<file path="config.mk">
export PLATFORM = sky130hd
export DESIGN_NAME = pd_protocol_layer_tx_rx
export DESIGN_NICKNAME = d
export VERILOG_FILES = /design/src/rtl/pdpl_pkg.sv /design/src/rtl/pdpl_step.sv /design/src/rtl/pd_protocol_layer_tx_rx.sv
export SDC_FILE = /design/constraint.sdc
export NUM_CORES = 1
export LEC_CHECK = 0
export ABC_CLOCK_PERIOD_IN_PS = 2520
export BUFFER_PORTS_ARGS = -buffer_cell sky130_fd_sc_hd__buf_2
export CORE_UTILIZATION = 30
export CTS_CLUSTER_DIAMETER = 30
export DETAILED_ROUTE_END_ITERATION = 6
export PLACE_DENSITY = 0.63
export SKIP_CTS_REPAIR_TIMING = 1
export SLEW_MARGIN = 20
export SYNTH_ARGS = -nofsm -noshare
export SYNTH_HDL_FRONTEND = slang
export SYNTH_HIERARCHICAL = 1
export SYNTH_SLANG_ARGS = --single-unit
</file>
<file path="constraint.sdc">
create_clock -name clk -period 2.52 [get_ports clk]
set_input_delay 0.126 -clock clk [delete_from_list [all_inputs] [get_ports clk]]
set_output_delay 0.126 -clock clk [all_outputs]
set_load 0.01 [all_outputs]
</file>
<file path="src/rtl/pdpl_pkg.sv">
// ----------------------------------------------------------------------------
// pdpl_pkg: USB PD protocol layer shared types and constants
// Event codes, transmit phases, header decode constants and the structs that
// pass state, event beats and results between the step logic and the top level.
// ----------------------------------------------------------------------------
package pdpl_pkg;

	// event codes on the command field
	typedef enum logic [1:0] {
		CMD_TX_REQUEST  = 2'd0,
		CMD_PHY_TX_DONE = 2'd1,
		CMD_PHY_RESP    = 2'd2,
		CMD_RX_MESSAGE  = 2'd3
	} cmd_t;

	// transmit phase
	typedef enum logic [1:0] {
		PH_WAIT     = 2'd0,
		PH_PHYDONE  = 2'd1,
		PH_TXDONE   = 2'd2,
		PH_RESPONSE = 2'd3
	} phase_t;

	// configuration register indexes
	localparam logic CFG_PD_REV2     = 1'b0;
	localparam logic CFG_RETRY_COUNT = 1'b1;

	localparam int unsigned CFG_IDX_W  = 1;
	localparam int unsigned CFG_DATA_W = 3;
	localparam int unsigned ID_W       = 3;
	localparam int unsigned HDR_W      = 16;

	localparam logic [ID_W-1:0] RETRY_COUNT_RST = 3'd3;

	// control message Soft_Reset: type field, zero data objects, extended clear
	localparam logic [HDR_W-1:0] HDR_SOFT_RESET_MASK = 16'hF01F;
	localparam logic [HDR_W-1:0] HDR_SOFT_RESET_VAL  = 16'd13;
	localparam int unsigned      HDR_ID_LSB          = 9;

	typedef struct packed {
		phase_t          phase;
		logic [ID_W-1:0] retry_cnt;
		logic [ID_W-1:0] tx_id;
		logic            rx_id_valid;
		logic [ID_W-1:0] rx_id;
		logic            sent;
		logic            rcvd;
	} pd_state_t;

	typedef struct packed {
		cmd_t             command;
		logic             soft_reset_request;
		logic             ams_pending;
		logic             expects_goodcrc;
		logic             bist_active;
		logic             bist_remaining;
		logic             response_ok;
		logic [ID_W-1:0]  goodcrc_id;
		logic [HDR_W-1:0] rx_header;
		logic             rx_sop_prime;
		logic             sop_prime_expected;
	} pd_event_t;

	typedef struct packed {
		logic [ID_W-1:0] message_id;
		logic            transmit;
		logic            retransmit;
		logic            start_receive_timer;
		logic            notify_policy;
		logic            sent_ok;
		logic            received;
		logic            duplicate_dropped;
		logic            transmit_error;
	} pd_result_t;

endpackage

</file>
<file path="src/rtl/pdpl_step.sv">
// ----------------------------------------------------------------------------
// pdpl_step: protocol layer next-state logic
// Takes one event and the current sequencer state and produces the next state
// and the result of that event. Purely combinational.
// ----------------------------------------------------------------------------
module pdpl_step (
	input  pdpl_pkg::pd_state_t                  cur,
	input  pdpl_pkg::pd_event_t                  ev,
	input  logic                                 pd_rev2,
	input  logic [pdpl_pkg::ID_W-1:0]            retry_count,
	output pdpl_pkg::pd_state_t                  nxt,
	output pdpl_pkg::pd_result_t                 res
);
	import pdpl_pkg::*;

	logic [ID_W-1:0] limit;
	logic [ID_W-1:0] hdr_id;
	logic            hdr_soft_reset;
	logic            rx_take;

	assign limit = pd_rev2 ? retry_count :
		((retry_count != '0) ? retry_count - ID_W'(1) : '0);
	assign hdr_id         = ev.rx_header[HDR_ID_LSB +: ID_W];
	assign hdr_soft_reset = (ev.rx_header & HDR_SOFT_RESET_MASK) == HDR_SOFT_RESET_VAL;
	assign rx_take        = !(ev.rx_sop_prime && !ev.sop_prime_expected);

	always_comb begin
		nxt = cur;
		res = '0;
		unique case (ev.command)
			CMD_TX_REQUEST: begin
				if (cur.phase == PH_WAIT) begin
					nxt.retry_cnt = '0;
					nxt.sent      = 1'b0;
					if (ev.soft_reset_request) begin
						nxt.tx_id       = '0;
						nxt.rx_id_valid = 1'b0;
						nxt.rx_id       = '0;
					end
					// collision avoidance: hand back to policy, stay in wait
					if (ev.ams_pending) begin
						res.notify_policy = 1'b1;
					end else begin
						res.transmit = 1'b1;
						nxt.phase    = ev.expects_goodcrc ? PH_TXDONE : PH_PHYDONE;
					end
				end
			end
			CMD_PHY_TX_DONE: begin
				if (cur.phase == PH_PHYDONE) begin
					if (ev.bist_active && ev.bist_remaining) begin
						res.transmit = 1'b1;
					end else begin
						nxt.phase         = PH_WAIT;
						res.notify_policy = ev.bist_active;
					end
				end else if (cur.phase == PH_TXDONE) begin
					res.start_receive_timer = 1'b1;
					nxt.phase               = PH_RESPONSE;
				end
			end
			CMD_PHY_RESP: begin
				if (cur.phase == PH_RESPONSE) begin
					if (ev.response_ok && ev.goodcrc_id == cur.tx_id) begin
						nxt.tx_id         = cur.tx_id + ID_W'(1);
						res.notify_policy = 1'b1;
						nxt.sent          = 1'b1;
						nxt.rcvd          = 1'b0;
						nxt.phase         = PH_WAIT;
					end else begin
						nxt.sent = 1'b0;
						if (cur.retry_cnt >= limit) begin
							nxt.tx_id          = cur.tx_id + ID_W'(1);
							res.notify_policy  = 1'b1;
							res.transmit_error = 1'b1;
							nxt.phase          = PH_WAIT;
						end else begin
							res.retransmit = 1'b1;
							nxt.retry_cnt  = cur.retry_cnt + ID_W'(1);
							nxt.phase      = PH_TXDONE;
						end
					end
				end
			end
			CMD_RX_MESSAGE: begin
				if (rx_take) begin
					// soft reset clears IDs before the duplicate check
					if (hdr_soft_reset) begin
						nxt.tx_id       = '0;
						nxt.rx_id_valid = 1'b0;
						nxt.rx_id       = '0;
					end
					if (nxt.rx_id_valid && nxt.rx_id == hdr_id) begin
						res.duplicate_dropped = 1'b1;
					end else begin
						nxt.rx_id         = hdr_id;
						nxt.rx_id_valid   = 1'b1;
						nxt.phase         = PH_WAIT;
						nxt.rcvd          = 1'b1;
						nxt.sent          = 1'b0;
						res.notify_policy = 1'b1;
					end
				end
			end
			default: begin
			end
		endcase
		res.message_id = nxt.tx_id;
		res.sent_ok    = nxt.sent;
		res.received   = nxt.rcvd;
	end

endmodule

</file>
<file path="src/rtl/pd_protocol_layer_tx_rx.sv">
// ----------------------------------------------------------------------------
// pd_protocol_layer_tx_rx: USB PD protocol layer transmit/receive sequencer
// Sequences message transmission and retries, tracks message IDs and drops
// duplicate receptions.
// ----------------------------------------------------------------------------
// Takes one event beat per clock while in_ready is high and returns exactly
// one result beat per event, in the cycle after acceptance. The sequencer
// state is updated at the acceptance edge and the result lands in a single
// output register; in_ready is high whenever that register is empty or being
// drained in the same cycle, so with out_ready held high the block sustains
// one event per cycle. The user must set retry limit and revision through
// the write port while no event is in flight; the block does not enforce it.
module pd_protocol_layer_tx_rx (
	input  logic                                  clk,
	input  logic                                  arst_n,
	// configuration
	input  logic                                  cfg_we,
	input  logic [pdpl_pkg::CFG_IDX_W-1:0]        cfg_index,
	input  logic [pdpl_pkg::CFG_DATA_W-1:0]       cfg_data,
	// event channel
	input  logic                                  in_valid,
	output logic                                  in_ready,
	input  logic [1:0]                            command,
	input  logic                                  soft_reset_request,
	input  logic                                  ams_pending,
	input  logic                                  expects_goodcrc,
	input  logic                                  bist_active,
	input  logic                                  bist_remaining,
	input  logic                                  response_ok,
	input  logic [pdpl_pkg::ID_W-1:0]             goodcrc_id,
	input  logic [pdpl_pkg::HDR_W-1:0]            rx_header,
	input  logic                                  rx_sop_prime,
	input  logic                                  sop_prime_expected,
	// result channel
	output logic                                  out_valid,
	input  logic                                  out_ready,
	output logic [pdpl_pkg::ID_W-1:0]             message_id,
	output logic                                  transmit,
	output logic                                  retransmit,
	output logic                                  start_receive_timer,
	output logic                                  notify_policy,
	output logic                                  sent_ok,
	output logic                                  received,
	output logic                                  duplicate_dropped,
	output logic                                  transmit_error
);
	import pdpl_pkg::*;

	logic            pd_rev2_q;
	logic [ID_W-1:0] retry_count_q;
	pd_state_t       state_q;
	pd_state_t       state_nxt;
	pd_event_t       ev;
	pd_result_t      res_nxt;
	pd_result_t      res_q;
	logic            out_valid_q;
	logic            in_fire;

	assign in_ready = !out_valid_q || out_ready;
	assign in_fire  = in_valid && in_ready;

	assign ev.command            = cmd_t'(command);
	assign ev.soft_reset_request = soft_reset_request;
	assign ev.ams_pending        = ams_pending;
	assign ev.expects_goodcrc    = expects_goodcrc;
	assign ev.bist_active        = bist_active;
	assign ev.bist_remaining     = bist_remaining;
	assign ev.response_ok        = response_ok;
	assign ev.goodcrc_id         = goodcrc_id;
	assign ev.rx_header          = rx_header;
	assign ev.rx_sop_prime       = rx_sop_prime;
	assign ev.sop_prime_expected = sop_prime_expected;

	pdpl_step u_step (
		.cur         (state_q),
		.ev          (ev),
		.pd_rev2     (pd_rev2_q),
		.retry_count (retry_count_q),
		.nxt         (state_nxt),
		.res         (res_nxt)
	);

	always_ff @(posedge clk or negedge arst_n) begin
		if (!arst_n) begin
			pd_rev2_q     <= 1'b0;
			retry_count_q <= RETRY_COUNT_RST;
		end else if (cfg_we) begin
			unique case (cfg_index)
				CFG_PD_REV2:     pd_rev2_q     <= cfg_data[0];
				CFG_RETRY_COUNT: retry_count_q <= cfg_data[ID_W-1:0];
				default: begin
				end
			endcase
		end
	end

	always_ff @(posedge clk or negedge arst_n) begin
		if (!arst_n) begin
			state_q <= '{phase: PH_WAIT, default: '0};
		end else if (in_fire) begin
			state_q <= state_nxt;
		end
	end

	always_ff @(posedge clk or negedge arst_n) begin
		if (!arst_n) begin
			out_valid_q <= 1'b0;
		end else if (in_fire) begin
			out_valid_q <= 1'b1;
		end else if (out_ready) begin
			out_valid_q <= 1'b0;
		end
	end

	always_ff @(posedge clk) begin
		if (in_fire) begin
			res_q <= res_nxt;
		end
	end

	assign out_valid           = out_valid_q;
	assign message_id          = res_q.message_id;
	assign transmit            = res_q.transmit;
	assign retransmit          = res_q.retransmit;
	assign start_receive_timer = res_q.start_receive_timer;
	assign notify_policy       = res_q.notify_policy;
	assign sent_ok             = res_q.sent_ok;
	assign received            = res_q.received;
	assign duplicate_dropped   = res_q.duplicate_dropped;
	assign transmit_error      = res_q.transmit_error;

	// a failed transmission always reaches the policy engine
	a_err_notifies: assert property (@(posedge clk) disable iff (!arst_n)
		out_valid_q && res_q.transmit_error |-> res_q.notify_policy)
		else $error("transmit error without policy notification");

	// acknowledged-send and received flags clear each other
	a_flags_exclusive: assert property (@(posedge clk) disable iff (!arst_n)
		!(state_q.sent && state_q.rcvd))
		else $error("sent and received flags both set");

	// the received flag may still be set from the earlier copy of the message
	a_dup_quiet: assert property (@(posedge clk) disable iff (!arst_n)
		out_valid_q && res_q.duplicate_dropped |->
			!res_q.notify_policy && !res_q.transmit)
		else $error("dropped duplicate produced activity");

	a_retx_phase: assert property (@(posedge clk) disable iff (!arst_n)
		out_valid_q && res_q.retransmit |-> state_q.phase == PH_TXDONE)
		else $error("retransmit without waiting for tx done");

	a_timer_phase: assert property (@(posedge clk) disable iff (!arst_n)
		out_valid_q && res_q.start_receive_timer |-> state_q.phase == PH_RESPONSE)
		else $error("receive timer started outside response phase");

	// the register drains only through a completed beat
	a_out_hold: assert property (@(posedge clk) disable iff (!arst_n)
		out_valid_q && !out_ready |=> out_valid_q && $stable(state_q))
		else $error("result or state changed while stalled");

endmodule

</file>
Word-level counts from Yosys, hierarchy flattened. Cells that the tools add are included.

Eq/ne operators: 19. Order comparisons: 1. Reductions and logical operators: 22. Mux-type cells: 52. Bitwise gates (word level): 5. $add $sub $neg: 3.

Operators with widths (number): 7-bit two-way mux (4); 1-bit two-way mux (20); 2-bit two-way mux (10); 3-bit two-way mux (6); 13-bit two-way mux (1); 2-bit != test (second input constant) (6); 9-bit by 4-bit equality test with 1-bit output (second input constant) (1); 9-bit two-way mux (1); 3-bit case mux with 3 select lines (1); 2-bit equality test (second input constant) (4); 8-bit two-way mux (1); 2-bit case mux with 4 select lines (1); 4-bit case mux with 2 select lines (1); 8-bit AND reduction (1); 3-bit by 1-bit adder with 3-bit output (second input constant) (2); 3-bit equality test (2); 6-bit two-way mux (1); 3-bit case mux with 2 select lines (1); 6-bit AND reduction (1); 2-bit nonzero test (3); 1-bit logical AND (5); 1-bit inverter (5); 5-bit AND reduction (1); 2-bit by 1-bit equality test with 1-bit output (second input constant) (2); 15 further kinds (21).

Register bits: 30. Output and inout bits: 13. Input port bits: 38.

Depth between registers and ports, before layout.
Depth in word-level cells: 9. Mapped depth: 11.

By module. The synthesis kept the hierarchy.

By module, submodules not included: pd_protocol_layer_tx_rx (area each 1111.1 um^2, instances 1, cells each 55); pdpl_step (area each 900.9 um^2, instances 1, cells each 136).

Worst setup path before layout. OpenSTA, ideal clock, no wires.

Path kind: register to register. Start point: register retry_count_q[0]. End point: register state_q[10] in the netlist's numbering. Slack: -0.045 ns. Arrival time: 2.440 ns. Path buffers: 0. Cell stages (with the launch flop): 12. Path through: dfstp_2 > or2_2 > inv_1 > ha_1 > o21ai_0 > ha_1 > nor2b_1 > o21ai_1 > nor3_2 > mux2_1 > a22o_1 > mux2_2.

Word-level cells in the longest chain between the ends: 6. Elaborated cells on any way between the ends: 7.

RTL lines: from (decl) (RTL line pd_protocol_layer_tx_rx.sv:50) `logic [ID_W-1:0] retry_count_q;`; from (signal assigned) (RTL line pd_protocol_layer_tx_rx.sv:90) `CFG_RETRY_COUNT: retry_count_q <= cfg_data[ID_W-1:0];`; 3-bit by 1-bit subtractor with 3-bit output or 3-bit nonzero test (tied branches) (RTL line pdpl_step.sv:22) `((retry_count != '0) ? retry_count - ID_W'(1) : '0);`; 3-bit two-way mux (RTL line pdpl_step.sv:22); 3-bit two-way mux * (RTL line pdpl_step.sv:21) `assign limit = pd_rev2 ? retry_count :`; 3-bit >= comparator * (RTL line pdpl_step.sv:72) `if (cur.retry_cnt >= limit) begin`; 2-bit != test (no line) *; 6-bit AND reduction (no line) *; to (signal assigned) (RTL line pd_protocol_layer_tx_rx.sv:101) `state_q <= state_nxt;`; to (decl) (RTL line pd_protocol_layer_tx_rx.sv:51) `pd_state_t state_q;`.

Every way passes the cells marked *; elsewhere a longest branch is shown, timed or not. A chain may end at the register's enable or synchronous reset.

Worst setup path after layout. Ends and elaborated chain as after synthesis.

==> metrics.cfg <==
[yosys]
synth_edf_count=11
synth-simple-area-share_pct=16.79
synth_cells=191
async_flop_share_pct=63.33
synth_top_family_by_area=simple AND/OR/NAND/NOR gates
syn-cell-area_um2=2012
synth_cell_types=55
avgSynthCellArea_um2=10.53
synth_area_leader_cell=dfrtp_1
synth_compound_area_share_pct=14.24
synth_top_area_share_pct=21.14
synth_ff_type=dfrtp_1
synth_area_leaders=dfrtp_1, edfxtp_1, ha_1
yosys_warnings=6
synth_mux_area_share_pct=12.81
synthAdderAreaFrac_pct=6.841
synth-seq-cells=30
synth_xor_area_share_pct=3.047
syn_nets=240
yosysSeqAreaShare_pct=40.17

[power_and_ir_drop]
peakVddDrop_mv=0.4280
p_per_area_nw_per_um2=658.5
leakage_nw=1.151

[clock_tree]
cts-buffers-inserted=5
cts.htree.levels=2
ctsLongestPathBuffers=2
root_buffer=clkbuf_8
cts_tree=built
clkTransAtPathRegs_ps=70
clock-sinks=30
clock_latency_ps=270

[global_route]
antenna_found_initial=0
grt_pass1_wl_um=6768
grt_pass1_vias=1448
grt_usage_pct=11.84
grt_max_degree=20
grt_overflow=0

[sta]
whs_ps=81.52
setup_slack_ps=-16.43
tightest_slew_ps=462.5
timing.final.crit_share_pct=100.7
period_minus_slack_ps=2536
rsz0062_at_grt=true
finalSetupViolCount=1
fin_worst_skew_ps=5.421
fmax_mhz=394.3
slew_headroom_pct=69.17
finalHoldViolCount=0
finalMaxSlewViolations=0
finalSetupTns_ps=-16.43

[finish]
drive_gt1_share_pct=39.75
utilization_pct=38.61
final_common_cell=buf_2
final_nets=287
largest_reg_flops=14
antennaDiodeCount=0
area_growth_pct=23.26
nFillCells=635
final_cell_mix=buf_2, dfrtp_1, nand2_1, edfxtp_1
top_register=state_q

[setup_path]
crit_chain=or2_4, ha_4, mux2i_1, ha_1, a21oi_2, o21ai_2, nor3_2, mux2_1, a22o_1, mux2_2
critPathLaunchType=flop
path_class=reg -> reg
slowest_stage=dfstp_2
cp_data_arrival_time_ps=2690
max_stage_delay_ps=370
cp_max_fo=3
crit_required_ps=2680
end_kind=flop

[placed_design]
hpwlAfterDp_um=3030
io_buffers=46
place_congestion=0.8715

[routing]
route.vias.total=1544
drt-wirelength-per-cell_um=12.90
routed_wl_um=4076
dr.pass1.iters=6
drt_iter0_drc=109
post_drt_via_cell_ratio=4.886
ant_nets=0
drc_errors=4

[die]
dieWidth_um=83.89
die_h_um=83.89
pin_count=51
core_area_um2=6422
rows=29
die_area_um2=7038
start_util_pct=31.33

[hold_path]
hold_path.class=in -> reg

[flow_run]
drv_cap=0

[status]
status=finished with violations
violations=DRC, setup timing

routing by layer:
| metal | wire (µm) | share of wire [%] | global-route usage, % | vias up |
|---|---|---|---|---|
| li1 | - | - | - | 783 |
| met1 | 1891 | 46 | 14.75 | 727 |
| met2 | 2005 | 49 | 20.42 | 34 |
| met3 | 178 | 4.4 | 3.264 | 0 |
| met4 | 0 | 0 | 2.508 | 0 |
| met5 | 0 | 0 | 0 | - |
path summary, 6_finish.rpt:
check	slack, ps	depth (start not counted)	start	to
worst max-delay path	-20	10	retry_count_q[0]$_DFFE_PN1P_	state_q[10]$_DFFE_PN0P_
max in group asynchronous	1840	2	arst_n	retry_count_q[1]$_DFFE_PN1P_
min in group asynchronous	340	2	arst_n	retry_count_q[2]$_DFFE_PN0P_
worst min-delay path	80	2	cfg_data[2]	retry_count_q[2]$_DFFE_PN0P_
worst max register to register	-20	10	retry_count_q[0]$_DFFE_PN1P_	state_q[10]$_DFFE_PN0P_
worst min register to register	520	1	state_q[1]$_DFFE_PN0P_	state_q[1]$_DFFE_PN0P_
worst max-delay path, delay by kind of cell, from the launching register on:
kind / cells / cell delay, ps
AO/OA/AOI/OAI: 3 / 430
adder cells (fa/ha/maj): 2 / 430
flip-flops: 1 / 370
multiplexers: 3 / 730
AND/OR/NAND/NOR: 2 / 450
cells in the mapped netlist (5+ instances only):
library cell	n
inv_1	10
edfxtp_1	11
mux2_4	9
dfrtp_1	17
buf_4	5
nor2b_1	5
mux2_2	9
nand2_1	13
o21ai_0	5
a22o_1	6
xnor2_1	6
a21oi_1	11
nor2_1	10
ha_1	11
clkbuf_1	6
logic make-up after synthesis:
group                    count (synthesis)
AND/OR/NAND/NOR                         58
multiplexers                            20
AO/OA/AOI/OAI                           42
flip-flops                              30
buffers and inverters                   23
adder cells (fa/ha/maj)                 11
XOR/XNOR                                 7
stage by stage:
stage	power [mW]	setup WS [ps]	cells	area, µm²
2_1_floorplan	0.9034	40.22	191	2016
3_3_place_gp	1.013	0.8744	307	2302
3_5_place_dp	1.024	-54.49	307	2302
4_1_cts	1.640	-73.59	315	2445
5_1_grt	1.724	-130.1	316	2480
6_report	1.633	-16.43	316	2480
power by group:
group | leakage (nW) | internal (mW) | total (mW) | switching [mW]
combinational | 0.728 | 0.204 | 0.396 | 0.192
sequential | 0.352 | 0.568 | 0.633 | 0.0645
clock | 0.0714 | 0.422 | 0.604 | 0.182
total | 1.15 | 1.19 | 1.63 | 0.439
cell type report:
type                    count  area (µm²)  share of cell area, %
repair buffers             53       285.3                  11.50
well taps                  77       96.34                  3.885
clock inverters             2       60.06                  2.422
clock buffers               6       82.58                  3.330
multi-input cells         138        1110                  44.75
inverters                  10       37.54                  1.514
flip-flops and latches     30       808.3                  32.59
No activity file was read; power rests on OpenSTA's default activity.
